===== config.mk =====
export PLATFORM = sky130hd
export DESIGN_NAME = sha256_stream_hasher_core
export DESIGN_NICKNAME = d
export VERILOG_FILES = /design/src/rtl/sha256_pkg.sv /design/src/rtl/sha256_ctrl.sv /design/src/rtl/sha256_dp.sv /design/src/rtl/sha256_stream_hasher_core.sv
export SDC_FILE = /design/constraint.sdc
export NUM_CORES = 2
export LEC_CHECK = 0
export ABC_AREA = 1
export BUFFER_PORTS_ARGS = -buffer_cell sky130_fd_sc_hd__buf_2
export CAP_MARGIN = 30
export CORE_ASPECT_RATIO = 1.75
export CORE_MARGIN = 2
export CORE_UTILIZATION = 45
export DETAILED_ROUTE_END_ITERATION = 16
export SYNTH_ARGS = -nofsm -noshare
export SYNTH_HDL_FRONTEND = slang
export SYNTH_SLANG_ARGS = --single-unit

===== constraint.sdc =====
create_clock -name i_clk -period 31.2 [get_ports i_clk]
set_input_delay 3.12 -clock i_clk [delete_from_list [all_inputs] [get_ports i_clk]]
set_output_delay 3.12 -clock i_clk [all_outputs]
set_load 0.05 [all_outputs]

===== src/rtl/sha256_pkg.sv =====
`timescale 1ns / 1ps
// ----------------------------------------------------------------------------
// sha256_pkg
// shared types and constants of the sha-256 stream hasher
// ----------------------------------------------------------------------------
package sha256_pkg;

    localparam int BLK_BITS  = 512;
    localparam int WORD_BITS = 32;
    localparam int NUM_WORDS = 8;

    localparam logic [5:0] FILL_LAST = 6'd63;   // last byte slot of a block
    localparam logic [5:0] LEN_POS   = 6'd56;   // first byte slot of the length
    localparam logic [5:0] RND_LAST  = 6'd63;
    localparam logic [2:0] WORD_LAST = 3'd7;
    localparam logic [7:0] PAD_BYTE  = 8'h80;

    localparam logic [31:0] INIT_H [NUM_WORDS] = '{
        32'h6a09e667, 32'hbb67ae85, 32'h3c6ef372, 32'ha54ff53a,
        32'h510e527f, 32'h9b05688c, 32'h1f83d9ab, 32'h5be0cd19
    };

    localparam logic [31:0] ROUND_K [64] = '{
        32'h428a2f98, 32'h71374491, 32'hb5c0fbcf, 32'he9b5dba5,
        32'h3956c25b, 32'h59f111f1, 32'h923f82a4, 32'hab1c5ed5,
        32'hd807aa98, 32'h12835b01, 32'h243185be, 32'h550c7dc3,
        32'h72be5d74, 32'h80deb1fe, 32'h9bdc06a7, 32'hc19bf174,
        32'he49b69c1, 32'hefbe4786, 32'h0fc19dc6, 32'h240ca1cc,
        32'h2de92c6f, 32'h4a7484aa, 32'h5cb0a9dc, 32'h76f988da,
        32'h983e5152, 32'ha831c66d, 32'hb00327c8, 32'hbf597fc7,
        32'hc6e00bf3, 32'hd5a79147, 32'h06ca6351, 32'h14292967,
        32'h27b70a85, 32'h2e1b2138, 32'h4d2c6dfc, 32'h53380d13,
        32'h650a7354, 32'h766a0abb, 32'h81c2c92e, 32'h92722c85,
        32'ha2bfe8a1, 32'ha81a664b, 32'hc24b8b70, 32'hc76c51a3,
        32'hd192e819, 32'hd6990624, 32'hf40e3585, 32'h106aa070,
        32'h19a4c116, 32'h1e376c08, 32'h2748774c, 32'h34b0bcb5,
        32'h391c0cb3, 32'h4ed8aa4a, 32'h5b9cca4f, 32'h682e6ff3,
        32'h748f82ee, 32'h78a5636f, 32'h84c87814, 32'h8cc70208,
        32'h90befffa, 32'ha4506ceb, 32'hbef9a3f7, 32'hc67178f2
    };

    typedef enum logic [1:0] {
        SEL_DATA,
        SEL_PAD,
        SEL_ZERO,
        SEL_LEN
    } t_byte_sel;

    typedef struct packed {
        logic      load_byte;
        t_byte_sel byte_sel;
        logic [2:0] len_idx;
        logic      len_inc;
        logic      len_clr;
        logic      work_init;
        logic      round_en;
        logic [5:0] rnd_idx;
        logic      chain_add;
        logic      out_shift;
        logic [2:0] out_idx;
    } t_dp_cmd;

endpackage


===== src/rtl/sha256_ctrl.sv =====
`timescale 1ns / 1ps
// ----------------------------------------------------------------------------
// sha256_ctrl
// sequencer: byte gathering, padding, round count and digest output
// ----------------------------------------------------------------------------
module sha256_ctrl (
    input  logic                 i_clk,
    input  logic                 i_rst_n,
    input  logic                 i_in_valid,
    input  logic                 i_in_present,
    input  logic                 i_in_last,
    output logic                 o_in_ready,
    input  logic                 i_out_ready,
    output logic                 o_out_valid,
    output logic [2:0]           o_out_idx,
    output logic                 o_out_last,
    output sha256_pkg::t_dp_cmd  o_cmd
);
    import sha256_pkg::*;

    typedef enum logic [2:0] {
        S_IDLE,
        S_PAD,
        S_ROUND,
        S_ADD,
        S_OUT
    } t_state;

    t_state     r_state, n_state;
    logic [5:0] r_fill, n_fill;
    logic [5:0] r_rnd, n_rnd;
    logic [2:0] r_widx, n_widx;
    logic       r_finishing, n_finishing;
    logic       r_first, n_first;
    logic       r_len_ok, n_len_ok;
    logic       r_last, n_last;
    logic       r_out_valid, n_out_valid;
    logic       len_ok_now;
    t_dp_cmd    cmd;

    always_comb begin
        cmd          = '0;
        cmd.byte_sel = SEL_DATA;
        n_state      = r_state;
        n_fill       = r_fill;
        n_rnd        = r_rnd;
        n_widx       = r_widx;
        n_finishing  = r_finishing;
        n_first      = r_first;
        n_len_ok     = r_len_ok;
        n_last       = r_last;
        n_out_valid  = r_out_valid;
        len_ok_now   = r_first ? (r_fill < LEN_POS) : r_len_ok;
        case (r_state)
            S_IDLE: begin
                if (i_in_valid) begin
                    if (i_in_present) begin
                        cmd.load_byte = 1'b1;
                        cmd.len_inc   = 1'b1;
                        n_fill        = r_fill + 6'd1;
                        if (r_fill == FILL_LAST) begin
                            cmd.work_init = 1'b1;
                            n_rnd         = '0;
                            n_state       = S_ROUND;
                        end
                    end
                    if (i_in_last) begin
                        n_finishing = 1'b1;
                        n_first     = 1'b1;
                        n_len_ok    = 1'b0;
                        n_last      = 1'b0;
                        if (!(i_in_present && r_fill == FILL_LAST)) begin
                            n_state = S_PAD;
                        end
                    end
                end
            end
            S_PAD: begin
                cmd.load_byte = 1'b1;
                cmd.len_idx   = r_fill[2:0];
                if (r_first) begin
                    cmd.byte_sel = SEL_PAD;
                end else if (r_fill >= LEN_POS && r_len_ok) begin
                    cmd.byte_sel = SEL_LEN;
                end else begin
                    cmd.byte_sel = SEL_ZERO;
                end
                n_first  = 1'b0;
                n_len_ok = len_ok_now;
                n_fill   = r_fill + 6'd1;
                if (r_fill == FILL_LAST) begin
                    // length lands in the block after a pad that spilled over
                    cmd.work_init = 1'b1;
                    n_rnd         = '0;
                    n_state       = S_ROUND;
                    n_last        = len_ok_now;
                    n_len_ok      = 1'b1;
                end
            end
            S_ROUND: begin
                cmd.round_en = 1'b1;
                cmd.rnd_idx  = r_rnd;
                n_rnd        = r_rnd + 6'd1;
                if (r_rnd == RND_LAST) begin
                    n_state = S_ADD;
                end
            end
            S_ADD: begin
                cmd.chain_add = 1'b1;
                if (r_finishing) begin
                    if (r_last) begin
                        cmd.len_clr = 1'b1;
                        n_state     = S_OUT;
                        n_out_valid = 1'b1;
                        n_widx      = '0;
                        n_finishing = 1'b0;
                        n_last      = 1'b0;
                    end else begin
                        n_state = S_PAD;
                    end
                end else begin
                    n_state = S_IDLE;
                end
            end
            S_OUT: begin
                if (i_out_ready) begin
                    cmd.out_shift = 1'b1;
                    cmd.out_idx   = r_widx;
                    n_widx        = r_widx + 3'd1;
                    if (r_widx == WORD_LAST) begin
                        n_out_valid = 1'b0;
                        n_state     = S_IDLE;
                    end
                end
            end
            default: begin
                n_state = S_IDLE;
            end
        endcase
    end

    always_ff @(posedge i_clk) begin
        if (!i_rst_n) begin
            r_state     <= S_IDLE;
            r_fill      <= '0;
            r_rnd       <= '0;
            r_widx      <= '0;
            r_finishing <= 1'b0;
            r_first     <= 1'b0;
            r_len_ok    <= 1'b0;
            r_last      <= 1'b0;
            r_out_valid <= 1'b0;
        end else begin
            r_state     <= n_state;
            r_fill      <= n_fill;
            r_rnd       <= n_rnd;
            r_widx      <= n_widx;
            r_finishing <= n_finishing;
            r_first     <= n_first;
            r_len_ok    <= n_len_ok;
            r_last      <= n_last;
            r_out_valid <= n_out_valid;
        end
    end

    assign o_in_ready  = (r_state == S_IDLE);
    assign o_out_valid = r_out_valid;
    assign o_out_idx   = r_widx;
    assign o_out_last  = (r_widx == WORD_LAST);
    assign o_cmd       = cmd;

endmodule


===== src/rtl/sha256_dp.sv =====
`timescale 1ns / 1ps
// ----------------------------------------------------------------------------
// sha256_dp
// datapath: block shift register / schedule window, round unit, chain, length
// ----------------------------------------------------------------------------
module sha256_dp (
    input  logic                 i_clk,
    input  logic                 i_rst_n,
    input  sha256_pkg::t_dp_cmd  i_cmd,
    input  logic [7:0]           i_data_byte,
    output logic [31:0]          o_digest_word
);
    import sha256_pkg::*;

    logic [BLK_BITS-1:0]  r_blk;
    logic [WORD_BITS-1:0] r_work  [NUM_WORDS];
    logic [WORD_BITS-1:0] r_chain [NUM_WORDS];
    logic [63:0]          r_bit_len;

    logic [7:0]  byte_in;
    logic [5:0]  len_lsb;
    logic [31:0] w0, w1, w9, w14, w_new;
    logic [31:0] t1, t2;
    logic [31:0] a, b, c, d, e, f, g, h;

    function automatic logic [31:0] big_s0(input logic [31:0] x);
        big_s0 = {x[1:0], x[31:2]} ^ {x[12:0], x[31:13]} ^ {x[21:0], x[31:22]};
    endfunction

    function automatic logic [31:0] big_s1(input logic [31:0] x);
        big_s1 = {x[5:0], x[31:6]} ^ {x[10:0], x[31:11]} ^ {x[24:0], x[31:25]};
    endfunction

    function automatic logic [31:0] small_s0(input logic [31:0] x);
        small_s0 = {x[6:0], x[31:7]} ^ {x[17:0], x[31:18]} ^ {3'b000, x[31:3]};
    endfunction

    function automatic logic [31:0] small_s1(input logic [31:0] x);
        small_s1 = {x[16:0], x[31:17]} ^ {x[18:0], x[31:19]} ^ {10'b0, x[31:10]};
    endfunction

    // length bytes go out most significant first
    assign len_lsb = {~i_cmd.len_idx, 3'b000};

    always_comb begin
        case (i_cmd.byte_sel)
            SEL_DATA: byte_in = i_data_byte;
            SEL_PAD:  byte_in = PAD_BYTE;
            SEL_ZERO: byte_in = 8'h00;
            SEL_LEN:  byte_in = r_bit_len[len_lsb +: 8];
            default:  byte_in = 8'h00;
        endcase
    end

    // schedule window: word t sits at the top of the block register
    assign w0    = r_blk[BLK_BITS-1       -: WORD_BITS];
    assign w1    = r_blk[BLK_BITS-1-32    -: WORD_BITS];
    assign w9    = r_blk[BLK_BITS-1-9*32  -: WORD_BITS];
    assign w14   = r_blk[BLK_BITS-1-14*32 -: WORD_BITS];
    assign w_new = w0 + small_s0(w1) + w9 + small_s1(w14);

    assign a = r_work[0];
    assign b = r_work[1];
    assign c = r_work[2];
    assign d = r_work[3];
    assign e = r_work[4];
    assign f = r_work[5];
    assign g = r_work[6];
    assign h = r_work[7];

    assign t1 = h + big_s1(e) + ((e & f) ^ (~e & g)) + ROUND_K[i_cmd.rnd_idx] + w0;
    assign t2 = big_s0(a) + ((a & b) ^ (a & c) ^ (b & c));

    always_ff @(posedge i_clk) begin
        if (i_cmd.load_byte) begin
            r_blk <= {r_blk[BLK_BITS-9:0], byte_in};
        end else if (i_cmd.round_en) begin
            r_blk <= {r_blk[BLK_BITS-WORD_BITS-1:0], w_new};
        end
        if (i_cmd.work_init) begin
            for (int j = 0; j < NUM_WORDS; j++) begin
                r_work[j] <= r_chain[j];
            end
        end else if (i_cmd.round_en) begin
            r_work[0] <= t1 + t2;
            r_work[1] <= a;
            r_work[2] <= b;
            r_work[3] <= c;
            r_work[4] <= d + t1;
            r_work[5] <= e;
            r_work[6] <= f;
            r_work[7] <= g;
        end
    end

    always_ff @(posedge i_clk) begin
        if (!i_rst_n) begin
            for (int j = 0; j < NUM_WORDS; j++) begin
                r_chain[j] <= INIT_H[j];
            end
            r_bit_len <= '0;
        end else begin
            if (i_cmd.chain_add) begin
                for (int j = 0; j < NUM_WORDS; j++) begin
                    r_chain[j] <= r_chain[j] + r_work[j];
                end
            end else if (i_cmd.out_shift) begin
                // rotate digest out, refill with initial hash behind it
                for (int j = 0; j < NUM_WORDS - 1; j++) begin
                    r_chain[j] <= r_chain[j+1];
                end
                r_chain[NUM_WORDS-1] <= INIT_H[i_cmd.out_idx];
            end
            if (i_cmd.len_clr) begin
                r_bit_len <= '0;
            end else if (i_cmd.len_inc) begin
                r_bit_len <= r_bit_len + 64'd8;
            end
        end
    end

    assign o_digest_word = r_chain[0];

endmodule


===== src/rtl/sha256_stream_hasher_core.sv =====
`timescale 1ns / 1ps
// ----------------------------------------------------------------------------
// sha256_stream_hasher_core
// sha-256 over a byte stream, digest emitted as eight 32-bit words
// ----------------------------------------------------------------------------
//
// channel   dir  tdata                         tuser         tlast
// s_axis    in   [7:0] data byte               byte present  end of message
// m_axis    out  [31:0] word, [34:32] index    -             last digest word
//
// the block takes one byte request per cycle while gathering; the 64th byte of a
// block starts a compression (64 rounds of the single round unit plus the chain add)
// an end mark brings the pad, zero and length bytes, one per cycle (up to 72),
// then one or two block compressions, then eight output requests
// input is taken only while gathering; digest words wait in the chain on tready
// reset is synchronous active low and restores the initial hash value
// ----------------------------------------------------------------------------
module sha256_stream_hasher_core (
    input  logic        i_clk,
    input  logic        i_rst_n,
    // input request
    input  logic        i_s_axis_tvalid,
    output logic        o_s_axis_tready,
    input  logic [7:0]  i_s_axis_tdata,   // [7:0] data_byte
    input  logic        i_s_axis_tuser,   // [0] byte_present
    input  logic        i_s_axis_tlast,   // end_of_message
    // digest request
    output logic        o_m_axis_tvalid,
    input  logic        i_m_axis_tready,
    output logic [39:0] o_m_axis_tdata,   // [31:0] digest_word, [34:32] word_index, zero fill
    output logic        o_m_axis_tlast    // last_word
);
    import sha256_pkg::*;

    t_dp_cmd     cmd;
    logic [2:0]  out_idx;
    logic [31:0] digest_word;

    // sequencer owns all handshake decisions
    sha256_ctrl u_ctrl (
        .i_clk        (i_clk),
        .i_rst_n      (i_rst_n),
        .i_in_valid   (i_s_axis_tvalid),
        .i_in_present (i_s_axis_tuser),
        .i_in_last    (i_s_axis_tlast),
        .o_in_ready   (o_s_axis_tready),
        .i_out_ready  (i_m_axis_tready),
        .o_out_valid  (o_m_axis_tvalid),
        .o_out_idx    (out_idx),
        .o_out_last   (o_m_axis_tlast),
        .o_cmd        (cmd)
    );

    // datapath follows the command word only
    sha256_dp u_dp (
        .i_clk         (i_clk),
        .i_rst_n       (i_rst_n),
        .i_cmd         (cmd),
        .i_data_byte   (i_s_axis_tdata),
        .o_digest_word (digest_word)
    );

    assign o_m_axis_tdata = {5'b00000, out_idx, digest_word};

`ifndef SYNTHESIS
    // never take input while a digest is going out
    a_no_overlap: assert property (@(posedge i_clk) disable iff (!i_rst_n)
        !(o_s_axis_tready && o_m_axis_tvalid))
        else $error("input ready while digest pending");

    // an end mark always stops input for padding and compression
    a_end_stalls: assert property (@(posedge i_clk) disable iff (!i_rst_n)
        (i_s_axis_tvalid && o_s_axis_tready && i_s_axis_tlast) |=> !o_s_axis_tready)
        else $error("input taken right after end of message");

    // after the last digest word the block is ready for the next message
    a_back_to_idle: assert property (@(posedge i_clk) disable iff (!i_rst_n)
        (o_m_axis_tvalid && i_m_axis_tready && o_m_axis_tlast) |=>
        (o_s_axis_tready && !o_m_axis_tvalid))
        else $error("not idle after last digest word");

    // a digest word that is not the last is followed by another one
    a_words_follow: assert property (@(posedge i_clk) disable iff (!i_rst_n)
        (o_m_axis_tvalid && i_m_axis_tready && !o_m_axis_tlast) |=>
        (o_m_axis_tvalid && o_m_axis_tdata[34:32] == $past(o_m_axis_tdata[34:32]) + 3'd1))
        else $error("digest word sequence broken");
`endif

endmodule


Word-level counts from Yosys, hierarchy flattened --
Memories as Yosys holds them, arrays and structs flattened. Index checks and enable logic that the tools add are counted.
Storage, ports and cells: register bits 599, memory bits (writable) 512, ROM bits 2304, input bits 14, output and inout port bits 43, word-level logic and storage cells 228, memories kept 4
Cells by class: add/sub/neg operators 22, order comparisons 4, eq/ne operators 19, shift operators 1, multiplexer cells 103, bitwise logic cells 45, reduce and logical (&&, ||, !) cells 19
Memory list:
- (no name shown) | depth 64, bits a word 32, rd ports 1, clocked after Yosys merged registers in 0, write ports 0, line sha256_dp.sv:71 | assign t1 = h + big_s1(e) + ((e & f) ^ (~e & g)) + ROUND_K[i_cmd.rnd_idx] + w0;
- (no name shown) | depth 8, bits a word 32, rd ports 1, clocked after Yosys merged registers in 0, write ports 0, line sha256_dp.sv:112 | r_chain[NUM_WORDS-1] <= INIT_H[i_cmd.out_idx];
- u_dp.r_chain | depth 8, bits a word 32, rd ports 8, clocked after Yosys merged registers in 0, write ports 8, line sha256_dp.sv:17 | logic [WORD_BITS-1:0] r_chain [NUM_WORDS];
- u_dp.r_work | depth 8, bits a word 32, rd ports 8, clocked after Yosys merged registers in 0, write ports 8, line sha256_dp.sv:16 | logic [WORD_BITS-1:0] r_work [NUM_WORDS];
Operators with widths (number):
- $mux W512 | 2
- $mux W32 | 28
- $add A32 B32 Y32 | 18
- $xor A32 B32 Y32 | 9
- $and A32 B32 Y32 | 5
- $add A64 B4 Y64 const B | 1
- $shiftx A64 B7 Y8 | 1
- $mux W3 | 13
- $mux W1 | 38
- $not A32 Y32 | 1
- $pmux W8 S4 | 1
- $xor A32 B22 Y32 | 1
- $xor A32 B29 Y32 | 1
- $mux W6 | 5
- $or A1 B1 Y1 | 24
- $pmux W6 S3 | 1
- $pmux W3 S5 | 1
- $add A6 B1 Y6 const B | 2
- $eq A6 B6 Y1 const B | 2
- $ne A2 B1 Y1 const B | 6
- $pmux W1 S2 | 6
- $pmux W6 S2 | 1
- $reduce_and A3 Y1 | 4
- $reduce_and A5 Y1 | 2
- other kinds (28) | 40

Logic depth before layout (Yosys ltp) --
depth after elaboration 10, mapped depth 45, mapped depth without buffers 45

By module --
Synthesis repeated with hierarchy kept, for this count alone.
Unflattened totals: cells, all modules 10160, area total of the unflattened synthesis 80144.4 µm²
Modules (own cells, without submodules):
- sha256_dp | times used 1, cells each 9932, area each 78716.7 µm², seq. area each 31960.7 µm²
- sha256_ctrl | times used 1, cells each 222, area each 1386.3 µm², seq. area each 460.4 µm²
- sha256_stream_hasher_core | times used 1, cells each 6, area each 41.3 µm², seq. area each 0.0 µm²

Worst setup path before layout --
OpenSTA, ideal clock, no wires.
path type input-to-reg, start input port i_s_axis_tvalid, end register u_dp.r_blk[0] (enable), setup time 3.633 ns, arrival 12.371 ns, data required time 27.567 ns, setup slack 15.195 ns, stages 6, path buffers 2, cell sequence nand3_4 nand2_2 inv_2 clkbuf_1 clkbuf_1 nand2_1
On the way: cells in the longest elaborated chain, start to end 3
RTL lines:
- from (decl) | line sha256_stream_hasher_core.sv:22 | input logic i_s_axis_tvalid,
- $mux W1 | line sha256_ctrl.sv:56 | if (i_in_valid) begin
- $pmux W1 S2 | line sha256_ctrl.sv:54 | case (r_state)
- $reduce_bool A2 Y1 (no source line)
- to (signal assigned) | line sha256_dp.sv:76 | r_blk <= {r_blk[BLK_BITS-9:0], byte_in};
- to (signal assigned) | line sha256_dp.sv:78 | r_blk <= {r_blk[BLK_BITS-WORD_BITS-1:0], w_new};
- to (decl) | line sha256_dp.sv:15 | logic [BLK_BITS-1:0] r_blk;
No other way between the ends. A chain may end at the register's enable or synchronous reset.

==> qor.txt <==
CP peak stage delay -> 0.83 ns
Tightest Pin Transition -> 1.28 ns
Avg Synthesized Cell Area -> 7.98 um2
Synth Flop Type -> edfxtp_1
CTS tree -> yes
outcome -> completed
crit path buf inv count -> 6
Slowest-stage cell, CP -> nor4_1
total gr overflow -> 0
fraction of layout cells with a size suffix above 1 -> 5.23%
maxcap violations -> 0
Distinct cells, synth -> 64
minimum clock period -> 12.00 ns
Max Clock Skew -> 0.0823 ns
post-CTS sizing -> 0
final antenna-violating net count -> 0
Placer Congestion -> 1.10
most common cell type on the critical path -> nand2_1
Die Ht -> 562 um
Ys Warns -> 0
Overall Global Routing Usage -> 45.0%
first-pass GRT wire length -> 563000 um
critical path type -> reg -> reg
Post-synth EDFFs -> 1023
vias -> 74400
worst min path class -> reg -> reg
Worst EP arrival -> 12.52 ns
Hold Violations, Final -> 0
clk slew on worst S/H paths -> 0.07 ns
vias in the first global route -> 75200
initial antenna violation count -> 31
leak pwr -> 37.4 nW
CTS max path bufs -> 3
CTS Buf Count -> 110
final setup violation count -> 0
Req. time, crit path -> 31.72 ns
Synth top area share -> 38.4%
WL per Instance -> 32.4 um
FFs w/ async S/R, synth -> 0%
clock group share of total power -> 26.3%
DIE AREA -> 0.181 mm2
Nets -> 10600
Buffers on Ports -> 51
pwr/cell area -> 66.7 mW/mm2
DP Area -> 0.0826 mm2
RSZ-0062 raised after global routing -> false
Max Freq -> 0.0833 GHz
combinational power share -> 40.6%
std cell rows -> 204
core area -> 0.176 mm2
sequential share of the synthesized area -> 40.6%
area grow syn2layout -> 9.25%
peak supply drop -> 82.3 uV
relative slew slack -> 14.5%
Top delay family on crit path -> simple AND/OR/NAND/NOR gates
DRC viols -> 0
Synth Register Bits -> 1108
Final Max Tran Viols -> 0
worst hold stages -> 2
WHS -> 0.470 ns
Synth area leader -> edfxtp_1
Setup crit end kind -> flop
Power Internal -> 3.36 mW
DR iter-0 viols -> 6497
Flop pwr share -> 33.1%
WP depth -> 37
switching share of power -> 42.4%
Synth Instances -> 10000
hold_buf cts -> 0
Final Cell Area -> 0.0873 mm2
Die Width -> 323 um
starting density of the core -> 45.3%
Sink Count -> 1108
IO Count -> 57
dpl hpwl -> 310000 um
R2R depth -> 37
CP startpoint kind -> flop
Tcrit/Tclk final -> 38.5%
NetSw -> 2.47 mW
most frequent cell after synthesis -> nand2_1
via-per-instance ratio -> 5.99
Cell Area, Synth -> 0.0799 mm2
Post-CTS Setup Bufs -> 0
H-tree depth -> 3
commonest cells in the netlist -> nand2_1, inv_1, edfxtp_1
top area cells in the synthesized netlist -> edfxtp_1, nand2_1, ha_1, inv_1, o21ai_0
final wirelength -> 403000 um
Total Negative Setup Slacks -> 0 ns
drt pass-1 iters -> 8
largest net degree at the start of global routing -> 176
crit-path max FO -> 21
clock root cell -> clkbuf_16
clock latency on the worst-skew pair -> 0.83 ns
==> registers in the layout (all words and copies together), names as in the netlist <==
| register | count |
|---|---|
| u_ctrl.o_out_idx | 3 |
| u_ctrl.o_out_valid | 1 |
| u_ctrl.r_fill | 6 |
| u_ctrl.r_finishing | 1 |
| u_ctrl.r_first | 1 |
| u_ctrl.r_last | 1 |
| u_ctrl.r_len_ok | 1 |
| u_ctrl.r_rnd | 6 |
| u_ctrl.r_state | 3 |
| u_dp.r_bit_len | 61 |
| u_dp.r_blk | 512 |
| u_dp.r_chain | 256 |
| u_dp.r_work | 256 |
==> final timing paths <==
| kind | from | to | slack, ns |
|---|---|---|---|
| hold reg to reg | u_ctrl.r_finishing$_SDFFE_PN0P_ | u_ctrl.r_finishing$_SDFFE_PN0P_ | 0.47 |
| setup / recovery | u_ctrl.r_state[0]$_SDFFE_PN0P_ | u_dp.r_work[0][28]$_DFFE_PP_ | 19.20 |
| setup reg to reg | u_ctrl.r_state[0]$_SDFFE_PN0P_ | u_dp.r_work[0][28]$_DFFE_PP_ | 19.20 |
| hold / removal | u_ctrl.r_finishing$_SDFFE_PN0P_ | u_ctrl.r_finishing$_SDFFE_PN0P_ | 0.47 |
==> final cells by class <==
| class | count | area [um2] |
|---|---|---|
| Fill cell | 17200 | 89100 |
| Timing Repair Buffer | 226 | 1920 |
| Multi-Input combinational cell | 7394 | 41800 |
| Inverter | 1102 | 4170 |
| Antenna cell | 26 | 65.1 |
| Clock inverter | 80 | 1170 |
| Sequential cell | 1108 | 32400 |
| Tap cell | 2369 | 2960 |
| Clock buffer | 125 | 2820 |
==> placed cells by master, fill, tap and decap left out, types with 17 or more instances in the layout <==
master / count
nand2_1: 3187
inv_1: 1086
edfxtp_1: 1023
o21ai_0: 789
a21oi_1: 594
nor2_1: 531
ha_1: 399
nand3_1: 361
xor2_1: 228
fa_1: 195
xnor2_1: 182
buf_4: 143
nor3_1: 138
clkbuf_16: 112
dfxtp_1: 85
nand4_1: 77
o21bai_1: 73
a21o_1: 70
o211ai_1: 55
buf_2: 53
a31oi_1: 52
o22ai_1: 51
nor4_1: 40
or2_2: 33
o21ai_1: 30
a21boi_0: 29
diode_2: 26
bufinv_16: 23
maj3_1: 22
a221oi_1: 21
o221ai_1: 19
mux2i_1: 19
o21a_1: 18
clkinv_2: 18
nand3b_1: 17
==> per-layer routing <==
| metal | global-route usage (%) | vias up | share of wire, % |
|---|---|---|---|
| met2 | 76.6 | 3786 | 49 |
| met5 | 0 | - | 0.042 |
| met4 | 58.8 | 24 | 17 |
| met1 | 36.3 | 35400 | 27 |
| met3 | 13.5 | 1972 | 7.1 |
| li1 | - | 33200 | - |
==> cell families after synthesis <==
kind of cell	count (synthesis)	synth area share, %
AO/OA/AOI/OAI	1886	13.3
XOR/XNOR	410	4.49
adder cells (fa/ha/maj)	616	11.4
buffers and inverters	1520	7.39
flip-flops	1108	40.6
multiplexers	22	0.276
other	1	0.00469
AND/OR/NAND/NOR	4455	22.6
==> power groups by stage <==
| stage | combinational [mW] | sequential (mW) | clock, mW |
|---|---|---|---|
| 2_1_floorplan | 1.47 | 1.91 | 0 |
| 3_3_place_gp | 2.29 | 1.95 | 0 |
| 4_1_cts | 2.30 | 1.92 | 1.54 |
| 6_report | 2.37 | 1.93 | 1.53 |
| 3_5_place_dp | 2.28 | 1.95 | 0 |
| 5_1_grt | 2.55 | 1.93 | 1.58 |
==> worst register-to-register path: cells and delay by family (launching register included) <==
kind            cells  cell delay [ns]
xor+xnor            1             0.54
buf+inv             6             0.82
compound gates      5             1.96
flops               1             0.39
fa+ha+maj           7             3.42
simple gates       18             4.56
==> per-stage QoR <==
step | setup WS, ns | utilization, % | instances | power (mW)
2_1_floorplan | 15.20 | - | 10000 | 3.38
3_3_place_gp | 19.66 | 46.8 | 12100 | 4.24
3_5_place_dp | 19.54 | 46.8 | 12200 | 4.24
4_1_cts | 19.46 | 49.1 | 12400 | 5.76
5_1_grt | 19.17 | 49.5 | 12400 | 6.06
6_report | 19.20 | 49.5 | 12400 | 5.83
(Power assumes the default switching activity.)
